===== src/hw/rtl/brbd_pkg.sv =====
// ----------------------------------------------------------------------------
// Balanced row block dispenser package
// Shared constants, word types, controller/datapath bundles and helpers.
// ----------------------------------------------------------------------------
`default_nettype none

package brbd_pkg;

    localparam int INDEX_BITS        = 32;
    localparam int MAX_THREADS       = 64;
    localparam int BLOCKS_PER_THREAD = 8;
    localparam int MAX_BLOCKS        = BLOCKS_PER_THREAD * MAX_THREADS;

    // Thread count register width, block index width and step counter width.
    localparam int TC_W  = 7;
    localparam int BLK_W = $clog2(MAX_BLOCKS + 1);
    localparam int CNT_W = $clog2(INDEX_BITS);

    localparam logic [BLK_W-1:0] EXHAUSTED = BLK_W'(MAX_BLOCKS);
    localparam logic [CNT_W-1:0] DIV_LAST  = CNT_W'(INDEX_BITS - 1);

    localparam logic ACT_LOAD    = 1'b0;
    localparam logic ACT_REQUEST = 1'b1;

    typedef struct packed {
        logic                  action;
        logic [INDEX_BITS-1:0] range_i_begin;
        logic [INDEX_BITS-1:0] range_i_end;
        logic [INDEX_BITS-1:0] range_j_begin;
        logic [INDEX_BITS-1:0] range_j_end;
    } t_in_word;

    typedef struct packed {
        logic                  has_work;
        logic [INDEX_BITS-1:0] block_i_begin;
        logic [INDEX_BITS-1:0] block_i_end;
        logic [INDEX_BITS-1:0] block_j_begin;
        logic [INDEX_BITS-1:0] block_j_end;
    } t_out_word;

    typedef struct packed {
        logic load;
        logic div_step;
        logic mul;
        logic sum;
        logic push;
    } t_cmd;

    typedef struct packed {
        logic div_last;
        logic out_free;
    } t_status;

    // Number of row blocks for a thread count: one for a count of zero or one,
    // otherwise eight per thread with the count clipped to the maximum.
    function automatic logic [BLK_W-1:0] f_block_count(input logic [TC_W-1:0] tc);
        logic [TC_W-1:0] t;
        t = tc;
        if (tc > TC_W'(MAX_THREADS)) begin
            t = TC_W'(MAX_THREADS);
        end
        if (tc <= TC_W'(1)) begin
            return BLK_W'(1);
        end
        return BLK_W'(t) * BLK_W'(BLOCKS_PER_THREAD);
    endfunction

endpackage

`default_nettype wire


===== src/hw/rtl/brbd_in_if.sv =====
// ----------------------------------------------------------------------------
// Input channel interface
// Valid/ready channel carrying one load or request word.
// ----------------------------------------------------------------------------
`default_nettype none

interface brbd_in_if;
    logic               valid;
    logic               ready;
    brbd_pkg::t_in_word payload;

    modport source (output valid, output payload, input ready);
    modport sink (input valid, input payload, output ready);
endinterface

`default_nettype wire


===== src/hw/rtl/brbd_out_if.sv =====
// ----------------------------------------------------------------------------
// Output channel interface
// Valid/ready channel carrying one dispensed block word.
// ----------------------------------------------------------------------------
`default_nettype none

interface brbd_out_if;
    logic                valid;
    logic                ready;
    brbd_pkg::t_out_word payload;

    modport source (output valid, output payload, input ready);
    modport sink (input valid, input payload, output ready);
endinterface

`default_nettype wire


===== src/hw/rtl/balanced_row_block_dispenser.sv =====
// ----------------------------------------------------------------------------
// Balanced row block dispenser
// Hands out balanced row blocks of a loaded range to worker threads.
// ----------------------------------------------------------------------------
// A load word stores a row and column range and splits the rows into d blocks
// (d = 1 for zero or one thread, else 8 per thread); a request word returns the next
// block with the whole column range, or has_work = 0 once all blocks are out.
// One word is handled at a time. A load runs the serial divider, which works
// out rows per block and leftover rows at one quotient bit per cycle. A
// request steps through multiply, add and output, and holds in output while
// the previous word still waits to be taken. Loads give no output word.
`default_nettype none

module balanced_row_block_dispenser (
    input  wire logic                      i_clk,
    input  wire logic                      i_rst_n,
    input  wire logic                      i_cfg_we,
    input  wire logic [brbd_pkg::TC_W-1:0] i_cfg_wdata,
    brbd_in_if.sink                        i_in,
    brbd_out_if.source                     o_out
);

    brbd_pkg::t_cmd    w_cmd;
    brbd_pkg::t_status w_status;
    logic              w_in_ready;

    assign i_in.ready = w_in_ready;

    brbd_ctrl u_ctrl (
        .i_clk       (i_clk),
        .i_rst_n     (i_rst_n),
        .i_in_valid  (i_in.valid),
        .i_in_action (i_in.payload.action),
        .i_status    (w_status),
        .o_in_ready  (w_in_ready),
        .o_cmd       (w_cmd)
    );

    brbd_datapath u_datapath (
        .i_clk       (i_clk),
        .i_rst_n     (i_rst_n),
        .i_cfg_we    (i_cfg_we),
        .i_cfg_wdata (i_cfg_wdata),
        .i_in_word   (i_in.payload),
        .i_cmd       (w_cmd),
        .o_status    (w_status),
        .o_out       (o_out)
    );

endmodule

`default_nettype wire


===== src/hw/rtl/brbd_ctrl.sv =====
// ----------------------------------------------------------------------------
// Dispenser controller
// Sequences the datapath through load/divide and request/issue steps.
// ----------------------------------------------------------------------------
`default_nettype none

module brbd_ctrl (
    input  wire logic              i_clk,
    input  wire logic              i_rst_n,
    input  wire logic              i_in_valid,
    input  wire logic              i_in_action,
    input  brbd_pkg::t_status      i_status,
    output logic                   o_in_ready,
    output brbd_pkg::t_cmd         o_cmd
);

    typedef enum logic [4:0] {
        S_IDLE = 5'b00001,
        S_DIV  = 5'b00010,
        S_MUL  = 5'b00100,
        S_SUM  = 5'b01000,
        S_PUSH = 5'b10000
    } t_state;

    t_state r_state;
    t_state n_state;

    always_comb begin
        n_state    = r_state;
        o_in_ready = 1'b0;
        o_cmd      = '0;
        case (r_state)
            S_IDLE: begin
                o_in_ready = 1'b1;
                if (i_in_valid) begin
                    if (i_in_action == brbd_pkg::ACT_LOAD) begin
                        o_cmd.load = 1'b1;
                        n_state    = S_DIV;
                    end else begin
                        n_state = S_MUL;
                    end
                end
            end
            S_DIV: begin
                o_cmd.div_step = 1'b1;
                if (i_status.div_last) begin
                    n_state = S_IDLE;
                end
            end
            S_MUL: begin
                o_cmd.mul = 1'b1;
                n_state   = S_SUM;
            end
            S_SUM: begin
                o_cmd.sum = 1'b1;
                n_state   = S_PUSH;
            end
            S_PUSH: begin
                // Wait here while the previous word still sits unread.
                if (i_status.out_free) begin
                    o_cmd.push = 1'b1;
                    n_state    = S_IDLE;
                end
            end
            default: begin
                n_state = S_IDLE;
            end
        endcase
    end

    always_ff @(posedge i_clk) begin
        if (!i_rst_n) begin
            r_state <= S_IDLE;
        end else begin
            r_state <= n_state;
        end
    end

    a_load_starts_divide: assert property (@(posedge i_clk) disable iff (!i_rst_n)
        (o_cmd.load |=> r_state == S_DIV))
        else $error("load did not start the divider");

endmodule

`default_nettype wire


===== src/hw/rtl/brbd_datapath.sv =====
// ----------------------------------------------------------------------------
// Dispenser datapath
// Range registers, serial divider, block address multiply and output word.
// ----------------------------------------------------------------------------
`default_nettype none

module brbd_datapath (
    input  wire logic                             i_clk,
    input  wire logic                             i_rst_n,
    input  wire logic                             i_cfg_we,
    input  wire logic [brbd_pkg::TC_W-1:0]        i_cfg_wdata,
    input  brbd_pkg::t_in_word                    i_in_word,
    input  brbd_pkg::t_cmd                        i_cmd,
    output brbd_pkg::t_status                     o_status,
    brbd_out_if.source                            o_out
);

    localparam int IW = brbd_pkg::INDEX_BITS;
    localparam int BW = brbd_pkg::BLK_W;

    logic [brbd_pkg::TC_W-1:0]  r_thread_count;
    logic [BW-1:0]              r_next;
    logic [BW-1:0]              r_div;
    logic [BW-1:0]              r_rem;     // remainder, holds extra_rows when done
    logic [IW-1:0]              r_rpb;     // dividend/quotient, holds rows_per_block
    logic [brbd_pkg::CNT_W-1:0] r_cnt;
    logic [IW-1:0]              r_base;
    logic [IW-1:0]              r_col_b;
    logic [IW-1:0]              r_col_e;
    logic [IW-1:0]              r_prod;
    logic [IW-1:0]              r_beg;
    logic                       r_hit;
    logic                       r_work;
    logic                       r_out_valid;
    brbd_pkg::t_out_word        r_out_word;

    logic [BW-1:0]    w_blocks;
    logic [IW-1:0]    w_range;
    logic [BW:0]      w_rem_sh;
    logic [BW:0]      w_trial;
    logic             w_hit;
    logic [IW-1:0]    w_mult;
    logic [IW+BW-1:0] w_prod;
    logic [IW-1:0]    w_end;

    assign w_blocks = brbd_pkg::f_block_count(r_thread_count);
    assign w_range  = (i_in_word.range_i_end >= i_in_word.range_i_begin) ?
                      (i_in_word.range_i_end - i_in_word.range_i_begin) : '0;

    // Restoring division step; the remainder stays below the divisor, so a
    // set top bit of the trial difference means it went negative.
    assign w_rem_sh = {r_rem, r_rpb[IW-1]};
    assign w_trial  = w_rem_sh - {1'b0, r_div};

    assign w_hit  = (r_next < r_rem);
    assign w_mult = r_rpb + IW'(w_hit);
    assign w_prod = r_next * w_mult;
    assign w_end  = r_beg + r_rpb + IW'(r_hit);

    assign o_status.div_last = (r_cnt == brbd_pkg::DIV_LAST);
    assign o_status.out_free = !r_out_valid || o_out.ready;

    assign o_out.valid   = r_out_valid;
    assign o_out.payload = r_out_word;

    always_ff @(posedge i_clk) begin
        if (!i_rst_n) begin
            r_thread_count <= brbd_pkg::TC_W'(1);
            r_next         <= brbd_pkg::EXHAUSTED;
            r_rem          <= '0;
            r_rpb          <= '0;
            r_out_valid    <= 1'b0;
        end else begin
            if (i_cfg_we) begin
                r_thread_count <= i_cfg_wdata;
            end
            if (i_cmd.load) begin
                r_rpb  <= w_range;
                r_rem  <= '0;
                r_next <= '0;
            end
            if (i_cmd.div_step) begin
                if (!w_trial[BW]) begin
                    r_rem <= w_trial[BW-1:0];
                end else begin
                    r_rem <= w_rem_sh[BW-1:0];
                end
                r_rpb <= {r_rpb[IW-2:0], !w_trial[BW]};
            end
            if (i_cmd.mul) begin
                r_next <= (r_next < w_blocks) ? (r_next + BW'(1)) : brbd_pkg::EXHAUSTED;
            end
            if (i_cmd.push) begin
                r_out_valid <= 1'b1;
            end else if (o_out.ready) begin
                r_out_valid <= 1'b0;
            end
        end
    end

    always_ff @(posedge i_clk) begin
        if (i_cmd.load) begin
            r_base  <= i_in_word.range_i_begin;
            r_col_b <= i_in_word.range_j_begin;
            r_col_e <= i_in_word.range_j_end;
            r_div   <= w_blocks;
            r_cnt   <= '0;
        end
        if (i_cmd.div_step) begin
            r_cnt <= r_cnt + brbd_pkg::CNT_W'(1);
        end
        if (i_cmd.mul) begin
            r_work <= (r_next < w_blocks);
            r_hit  <= w_hit;
            r_prod <= w_prod[IW-1:0];
        end
        if (i_cmd.sum) begin
            r_beg <= r_base + r_prod + (r_hit ? '0 : IW'(r_rem));
        end
        if (i_cmd.push) begin
            r_out_word.has_work      <= r_work;
            r_out_word.block_i_begin <= r_work ? r_beg : '0;
            r_out_word.block_i_end   <= r_work ? w_end : '0;
            r_out_word.block_j_begin <= r_work ? r_col_b : '0;
            r_out_word.block_j_end   <= r_work ? r_col_e : '0;
        end
    end

    a_rem_below_divisor: assert property (@(posedge i_clk) disable iff (!i_rst_n)
        (i_cmd.div_step |-> r_rem < r_div))
        else $error("divider remainder reached the divisor");

    a_next_in_range: assert property (@(posedge i_clk) disable iff (!i_rst_n)
        (r_next <= brbd_pkg::EXHAUSTED))
        else $error("block counter beyond the exhausted mark");

    a_push_sets_valid: assert property (@(posedge i_clk) disable iff (!i_rst_n)
        (i_cmd.push |=> r_out_valid))
        else $error("issued word not presented");

endmodule

`default_nettype wire

===== src/flat_wrapper.sv =====
// flat-port wrapper written by rule: the top's interface ports become plain ports
module balanced_row_block_dispenser_flat 
  (i_clk, i_rst_n, i_cfg_we, i_cfg_wdata, i_in_valid, i_in_payload, i_in_ready, o_out_valid, o_out_payload, o_out_ready);
  brbd_in_if i_in_i ();
  brbd_out_if o_out_i ();
  input  wire logic i_clk;
  input  wire logic i_rst_n;
  input  wire logic i_cfg_we;
  input  wire logic [brbd_pkg::TC_W-1:0] i_cfg_wdata;
  input wire logic [$bits(i_in_i.valid)-1:0] i_in_valid;
  input wire logic [$bits(i_in_i.payload)-1:0] i_in_payload;
  output wire logic [$bits(i_in_i.ready)-1:0] i_in_ready;
  output wire logic [$bits(o_out_i.valid)-1:0] o_out_valid;
  output wire logic [$bits(o_out_i.payload)-1:0] o_out_payload;
  input wire logic [$bits(o_out_i.ready)-1:0] o_out_ready;
  assign i_in_i.valid = i_in_valid;
  assign i_in_i.payload = i_in_payload;
  assign i_in_ready = i_in_i.ready;
  assign o_out_valid = o_out_i.valid;
  assign o_out_payload = o_out_i.payload;
  assign o_out_i.ready = o_out_ready;
  balanced_row_block_dispenser u_core (.i_clk(i_clk), .i_rst_n(i_rst_n), .i_cfg_we(i_cfg_we), .i_cfg_wdata(i_cfg_wdata), .i_in(i_in_i), .o_out(o_out_i));
endmodule

===== config.mk =====
export PLATFORM = sky130hd
export DESIGN_NAME = balanced_row_block_dispenser_flat
export DESIGN_NICKNAME = d
export VERILOG_FILES = /design/src/hw/rtl/brbd_pkg.sv /design/src/hw/rtl/brbd_in_if.sv /design/src/hw/rtl/brbd_out_if.sv /design/src/hw/rtl/balanced_row_block_dispenser.sv /design/src/hw/rtl/brbd_ctrl.sv /design/src/hw/rtl/brbd_datapath.sv /design/src/flat_wrapper.sv
export SDC_FILE = /design/constraint.sdc
export NUM_CORES = 1
export LEC_CHECK = 0
export ABC_AREA = 1
export CAP_MARGIN = 20
export CORE_MARGIN = 2
export CORE_UTILIZATION = 45
export CTS_CLUSTER_DIAMETER = 80
export DETAILED_ROUTE_END_ITERATION = 10
export DONT_BUFFER_PORTS = 1
export GPL_TIMING_DRIVEN = 1
export HOLD_SLACK_MARGIN = 0.12
export PLACE_DENSITY = 0.69
export SLEW_MARGIN = 5
export SYNTH_ARGS = -nofsm -noshare
export SYNTH_HDL_FRONTEND = slang
export SYNTH_SLANG_ARGS = --single-unit

===== constraint.sdc =====
create_clock -name i_clk -period 6.8 [get_ports i_clk]
set_input_delay 1.36 -clock i_clk [delete_from_list [all_inputs] [get_ports i_clk]]
set_output_delay 1.36 -clock i_clk [all_outputs]
set_load 0.01 [all_outputs]

## Yosys cells after proc, flatten, opt, wreduce, memory -nomap -nowiden

Index checks and enable logic that the tools add are counted.

- Register bits after elaboration: 371
- Bits of input ports: 141
- Output and inout port bits: 131
- Word-level logic and storage cells: 82

- Add/subtract/negate cells: 9
- Multipliers: 1
- Order comparisons: 5
- Eq/ne operators: 9
- Multiplexer cells: 31
- Reductions and logical operators: 7

Operator list:

| cell | number |
|---|---|
| $mux W32 | 3 |
| $mux W10 | 8 |
| $add A32 B1 Y32 | 2 |
| $add A32 B32 Y32 | 2 |
| $add A32 B10 Y32 | 1 |
| $ge A32 B32 Y1 | 1 |
| $mul A10 B32 Y32 | 1 |
| $sub A32 B32 Y32 | 1 |
| $mux W5 | 5 |
| $pmux W5 S5 | 1 |
| $lt A10 B10 Y1 | 2 |
| $mux W1 | 12 |
| $sub A11 B10 Y11 | 1 |
| $add A10 B1 Y10 const B | 1 |
| $eq A5 B5 Y1 const B | 2 |
| $gt A7 B7 Y1 const B | 1 |
| $le A7 B1 Y1 const B | 1 |
| $mux W7 | 1 |
| $ne A2 B2 Y1 const B | 3 |
| $reduce_bool A2 Y1 | 3 |
| $add A5 B1 Y5 const B | 1 |
| $eq A5 B1 Y1 const B | 1 |
| $eq A5 B2 Y1 const B | 1 |
| $eq A5 B3 Y1 const B | 1 |
| 5 further kinds | 6 |

## Depth between registers and ports, before layout

- Word-level depth: 6
- Depth in mapped cells: 42
- Mapped depth without buffers: 42

## Cells and area by module

Synthesis repeated with hierarchy kept, for this count alone.

- Cells, all modules: 3183
- Area total of the unflattened synthesis: 27874.2 um2

Modules (own cells, without submodules):

| module | times used | cells an instance | area an instance (um2) | seq. area each (um2) |
|---|---|---|---|---|
| brbd_datapath | 1 | 3139 | 27548.9 | 10329.9 |
| brbd_ctrl | 1 | 44 | 325.3 | 100.1 |

## Least setup slack after synthesis

No wires, ideal clock.

- Path kind: in2reg
- Start point: input o_out_ready
- End point: register u_core.u_datapath.r_out_word (netlist bit u_core.u_datapath.o_out.payload[0]), enable pin
- Library setup time: 619 ps
- Arrival: 6743 ps
- Required time: 6181 ps
- Slack: -562 ps
- Cell stages on the path: 2
- Buffers on the path: 0
- Path through: nor2_1 -> nor2_1

RTL lines:

| what | line | source |
|---|---|---|
| start, declared | flat_wrapper.sv:15 | `input wire logic [$bits(o_out_i.ready)-1:0] o_out_ready;` |
| end, declared | brbd_datapath.sv:35 | `brbd_pkg::t_out_word r_out_word;` |

## Worst setup path in the final report

- Start point: register u_core.u_datapath.r_rem[1]
- End point: register u_core.u_datapath.r_prod[26], data pin

- Word-level cells in the longest chain between the ends: 3

Ends and longest elaborated chain:

| what | line | source |
|---|---|---|
| start, declared | brbd_datapath.sv:24 | `logic [BW-1:0] r_rem;` |
| start signal, assigned | brbd_datapath.sv:84 | `r_rem <= w_trial[BW-1:0];` |
| start signal, assigned | brbd_datapath.sv:86 | `r_rem <= w_rem_sh[BW-1:0];` |
| $lt A10 B10 Y1 | brbd_datapath.sv:55 | `assign w_hit = (r_next < r_rem);` |
| net u_core.u_datapath.w_hit | brbd_datapath.sv:41 | `logic w_hit;` |
| $add A32 B1 Y32 | brbd_datapath.sv:56 | `assign w_mult = r_rpb + IW'(w_hit);` |
| $mul A10 B32 Y32 | brbd_datapath.sv:57 | `assign w_prod = r_next * w_mult;` |
| net u_core.u_datapath.w_prod[26] | brbd_datapath.sv:43 | `logic [IW+BW-1:0] w_prod;` |
| end signal, assigned | brbd_datapath.sv:115 | `r_prod <= w_prod[IW-1:0];` |
| end, declared | brbd_datapath.sv:30 | `logic [IW-1:0] r_prod;` |

The timed path passes the listed nets, and every way through them passes these cells.
A chain may end at the register's enable or synchronous reset.

==> impl_metrics.py <==
metrics = {
    "timing": {
        "slew_viol_final": 0,
        "timing.final.ws_setup_ps": -355.0,
        "timing.fmax_ghz": 0.1398,
        "setup_violations": 17,
        "hold_viol": 0,
        "finalClockSkew_ps": 15.41,
        "max-slew-margin-rel_pct": 31.10,
        "worst_pin_slew_ps": 1033,
        "finalCriticalPeriod_ps": 7155,
        "rsz0062_at_grt": "yes",
        "fin_crit_sh_pct": 105.2,
    },
    "floorplan": {
        "dieArea_um2": 64410,
        "rows": 91,
        "fp.dieH_um": 253.8,
        "core-area_um2": 61710,
        "start_util_pct": 45.50,
        "fp.dieW_um": 253.8,
        "ios": 272,
    },
    "drt": {
        "dr.pass1.iters": 6,
        "wl_met3_mm": 5.369,
        "route.met2.wl_mm": 39.81,
        "vias": 22780,
        "highest_layer": "met4",
        "drtIter0Drc": 1682,
        "wirelength_mm": 81.45,
        "wl_per_cell_um": 18.76,
        "drc": 0,
        "postRouteAntennaNets": 0,
        "wl_met1_mm": 33.52,
        "viasPerCell": 5.248,
    },
    "pwr": {
        "ir_worst_vdd_mv": 0.1956,
        "p_leak_nw": 15.44,
        "powerDensity_nw_per_um2": 167.3,
    },
    "synthesis": {
        "yosys.area.top_type": "edfxtp_1",
        "ys_seq_area_share_pct": 37.14,
        "async_flop_share_pct": 0,
        "netlist_area_um2": 28080,
        "synthCells": 3245,
        "yosys_warnings": 0,
        "yosysMostFrequentCell": "nand2_1",
        "synth_area_leaders": "edfxtp_1 33%, fa_1 15%, nand2_1 9.2%, ha_1 8.5%, inv_1 8.1%",
        "synth_top_area_share_pct": 32.51,
        "synth_ff_type": "edfxtp_1",
        "synth_cell_types": 50,
        "synth_edf_count": 304,
        "avgSynthCellArea_um2": 8.653,
        "syn-num-nets": 3788,
        "synth_seq_cells": 369,
        "yosys-top-cells-count": "689 x nand2_1, 604 x inv_1, 336 x nor2_1",
    },
    "global_route": {
        "antenna_found_initial": 1,
        "grt_usage_pct": 24.79,
        "grt_pass1_wl_mm": 123.4,
        "grt_max_degree": 130,
        "grt_overflow_total": 0,
        "grt_pass1_vias": 22640,
    },
    "status": {
        "failed_checks": "setup timing",
        "outcome": "finished, violations left",
    },
    "clock_tree": {
        "tritoncts": "built",
        "clockBufferDepth": 3,
        "cts_made_buffers": 41,
        "clkTransAtPathRegs_ps": 60,
        "cts_hold_buffers": 0,
        "clk_latency_ps": 570,
        "cts_root_buffer": "clkbuf_16",
        "htreeDepth": 2,
        "clock_sinks": 369,
    },
    "min_path": {
        "min-delay-path-class": "reg -> reg",
    },
    "run": {
        "drv_cap": 0,
    },
    "setup_path": {
        "critPathMaxFanout": 5,
        "worstSetupPathType": "reg -> reg",
        "critical_path.most_common_cell": "fa_1",
        "required_ps": 7110,
        "slowest_delay_ps": 610,
        "arrival_ps": 7470,
        "start_kind": "flip-flop",
        "critPathCaptureType": "flip-flop",
        "cp_slowest_cell": "fa_1",
    },
    "cells_and_area": {
        "finalInstanceArea_um2": 33510,
        "final_core_util_pct": 54.30,
        "synthToLayoutAreaGrowth_pct": 19.33,
        "nFillCells": 5576,
        "nets": 4016,
        "drive_gt1_share_pct": 16.30,
    },
    "place": {
        "gp_congestion": 0.9798,
        "placed_cell_area_um2": 30730,
        "port_buffers": 0,
        "dp_hpwl_mm": 65.26,
    },
}
## final timing paths
check                                                            to                                start  slack (ps)  cells past startpoint
worst max-delay path                   u_core.u_datapath.r_prod[26]           u_core.u_datapath.r_rem[1]        -360                     39
worst min register to register  u_core.u_datapath.r_thread_count[0]  u_core.u_datapath.r_thread_count[0]         490                      2
worst min-delay path            u_core.u_datapath.r_thread_count[0]  u_core.u_datapath.r_thread_count[0]         490                      2
worst max register to register         u_core.u_datapath.r_prod[26]           u_core.u_datapath.r_rem[1]        -360                     39
## through the flow
step	hold slack, ps	total power [mW]	setup WS (ps)	std cells	TNS (ps)
6_report	485.2	5.607	-355.0	4341	-3482
5_1_grt	516.3	5.808	-621.7	4341	-9116
4_1_cts	491.1	5.619	-338.4	4318	-2867
3_5_place_dp	477.5	3.349	-551.0	4234	-7103
3_3_place_gp	474.2	3.338	-469.9	4233	-5383
2_1_floorplan	451.7	3.113	-122.0	3245	-189.9
## registers in the layout (all words and copies together) (netlist names)
name	count
u_core.u_datapath.r_col_e	32
u_core.u_datapath.r_work	1
u_core.u_datapath.r_cnt	5
u_core.u_datapath.r_beg	32
u_core.u_datapath.r_hit	1
u_core.u_datapath.r_thread_count	7
u_core.u_datapath.o_out.valid	1
u_core.u_datapath.o_out.payload	129
u_core.u_datapath.r_rpb	32
u_core.u_datapath.r_base	32
u_core.u_datapath.r_next	10
u_core.u_datapath.r_col_b	32
u_core.u_ctrl.r_state	5
u_core.u_datapath.r_rem	10
u_core.u_datapath.r_prod	32
u_core.u_datapath.r_div	8
## layout make-up
| type | count | area [µm²] | share of cell area [%] |
|---|---|---|---|
| Inverter | 617 | 2335 | 6.968 |
| Timing Repair Buffer | 248 | 2008 | 5.993 |
| Sequential cell | 369 | 10430 | 31.14 |
| Tap cell | 837 | 1047 | 3.125 |
| Clock inverter | 27 | 265.3 | 0.7916 |
| Clock buffer | 46 | 1109 | 3.308 |
| Multi-Input combinational cell | 2196 | 16310 | 48.67 |
| Antenna cell | 1 | 2.502 | 0.007468 |
## power breakdown
part	switching [mW]	total [mW]	internal, mW	leakage, nW
Clock	0.922	2.25	1.33	0.677
Sequential	0.0406	2.57	2.53	3.32
Combinational	0.507	0.786	0.279	11.4
Total	1.47	5.61	4.14	15.4
## repair_timing
| item | 4_1_cts | 5_1_grt |
|---|---|---|
| setup endpoints to repair | 21 | 23 |
| buffers inserted | 13 | 26 |
| gates resized for setup | 164 | 140 |
| pin swaps | 77 | 77 |
| gates cloned | 0 | 0 |
## critical path, delay by kind of cell (launching register included)
kind            cells  cell delay (ps)
flops               1              330
simple gates       10              880
buf+inv            10              990
fa+ha+maj           9             3310
xor+xnor            1              130
compound gates      9             1260
## cell usage in the layout (no fill, tap or decap), drive strengths merged, types with 58 or more instances in the layout
cell / count
inv: 612
ha: 190
o21ai: 116
fa: 212
edfxtp: 304
nand2: 693
xor2: 58
buf: 248
a21oi: 245
nor2: 343
dfxtp: 65
nand3: 101
## metal layers
layer	GRT usage [%]	up-vias
li1	-	10890
met1	31.24	10950
met2	43.40	795
met3	3.554	142
met4	8.655	0
met5	0	-
## logic make-up after synthesis
logic type                 after synthesis  synth area share, %
AOI/OAI and AO/OA                      472                9.349
xor gates and xnor gates                98                3.084
adders and majority gates              402                23.58
buffers and inverters                  680                9.135
DFF                                    369                37.14
and+or+nand+nor                       1224                17.71
Note: power is estimated with default switching activity, not from simulation.
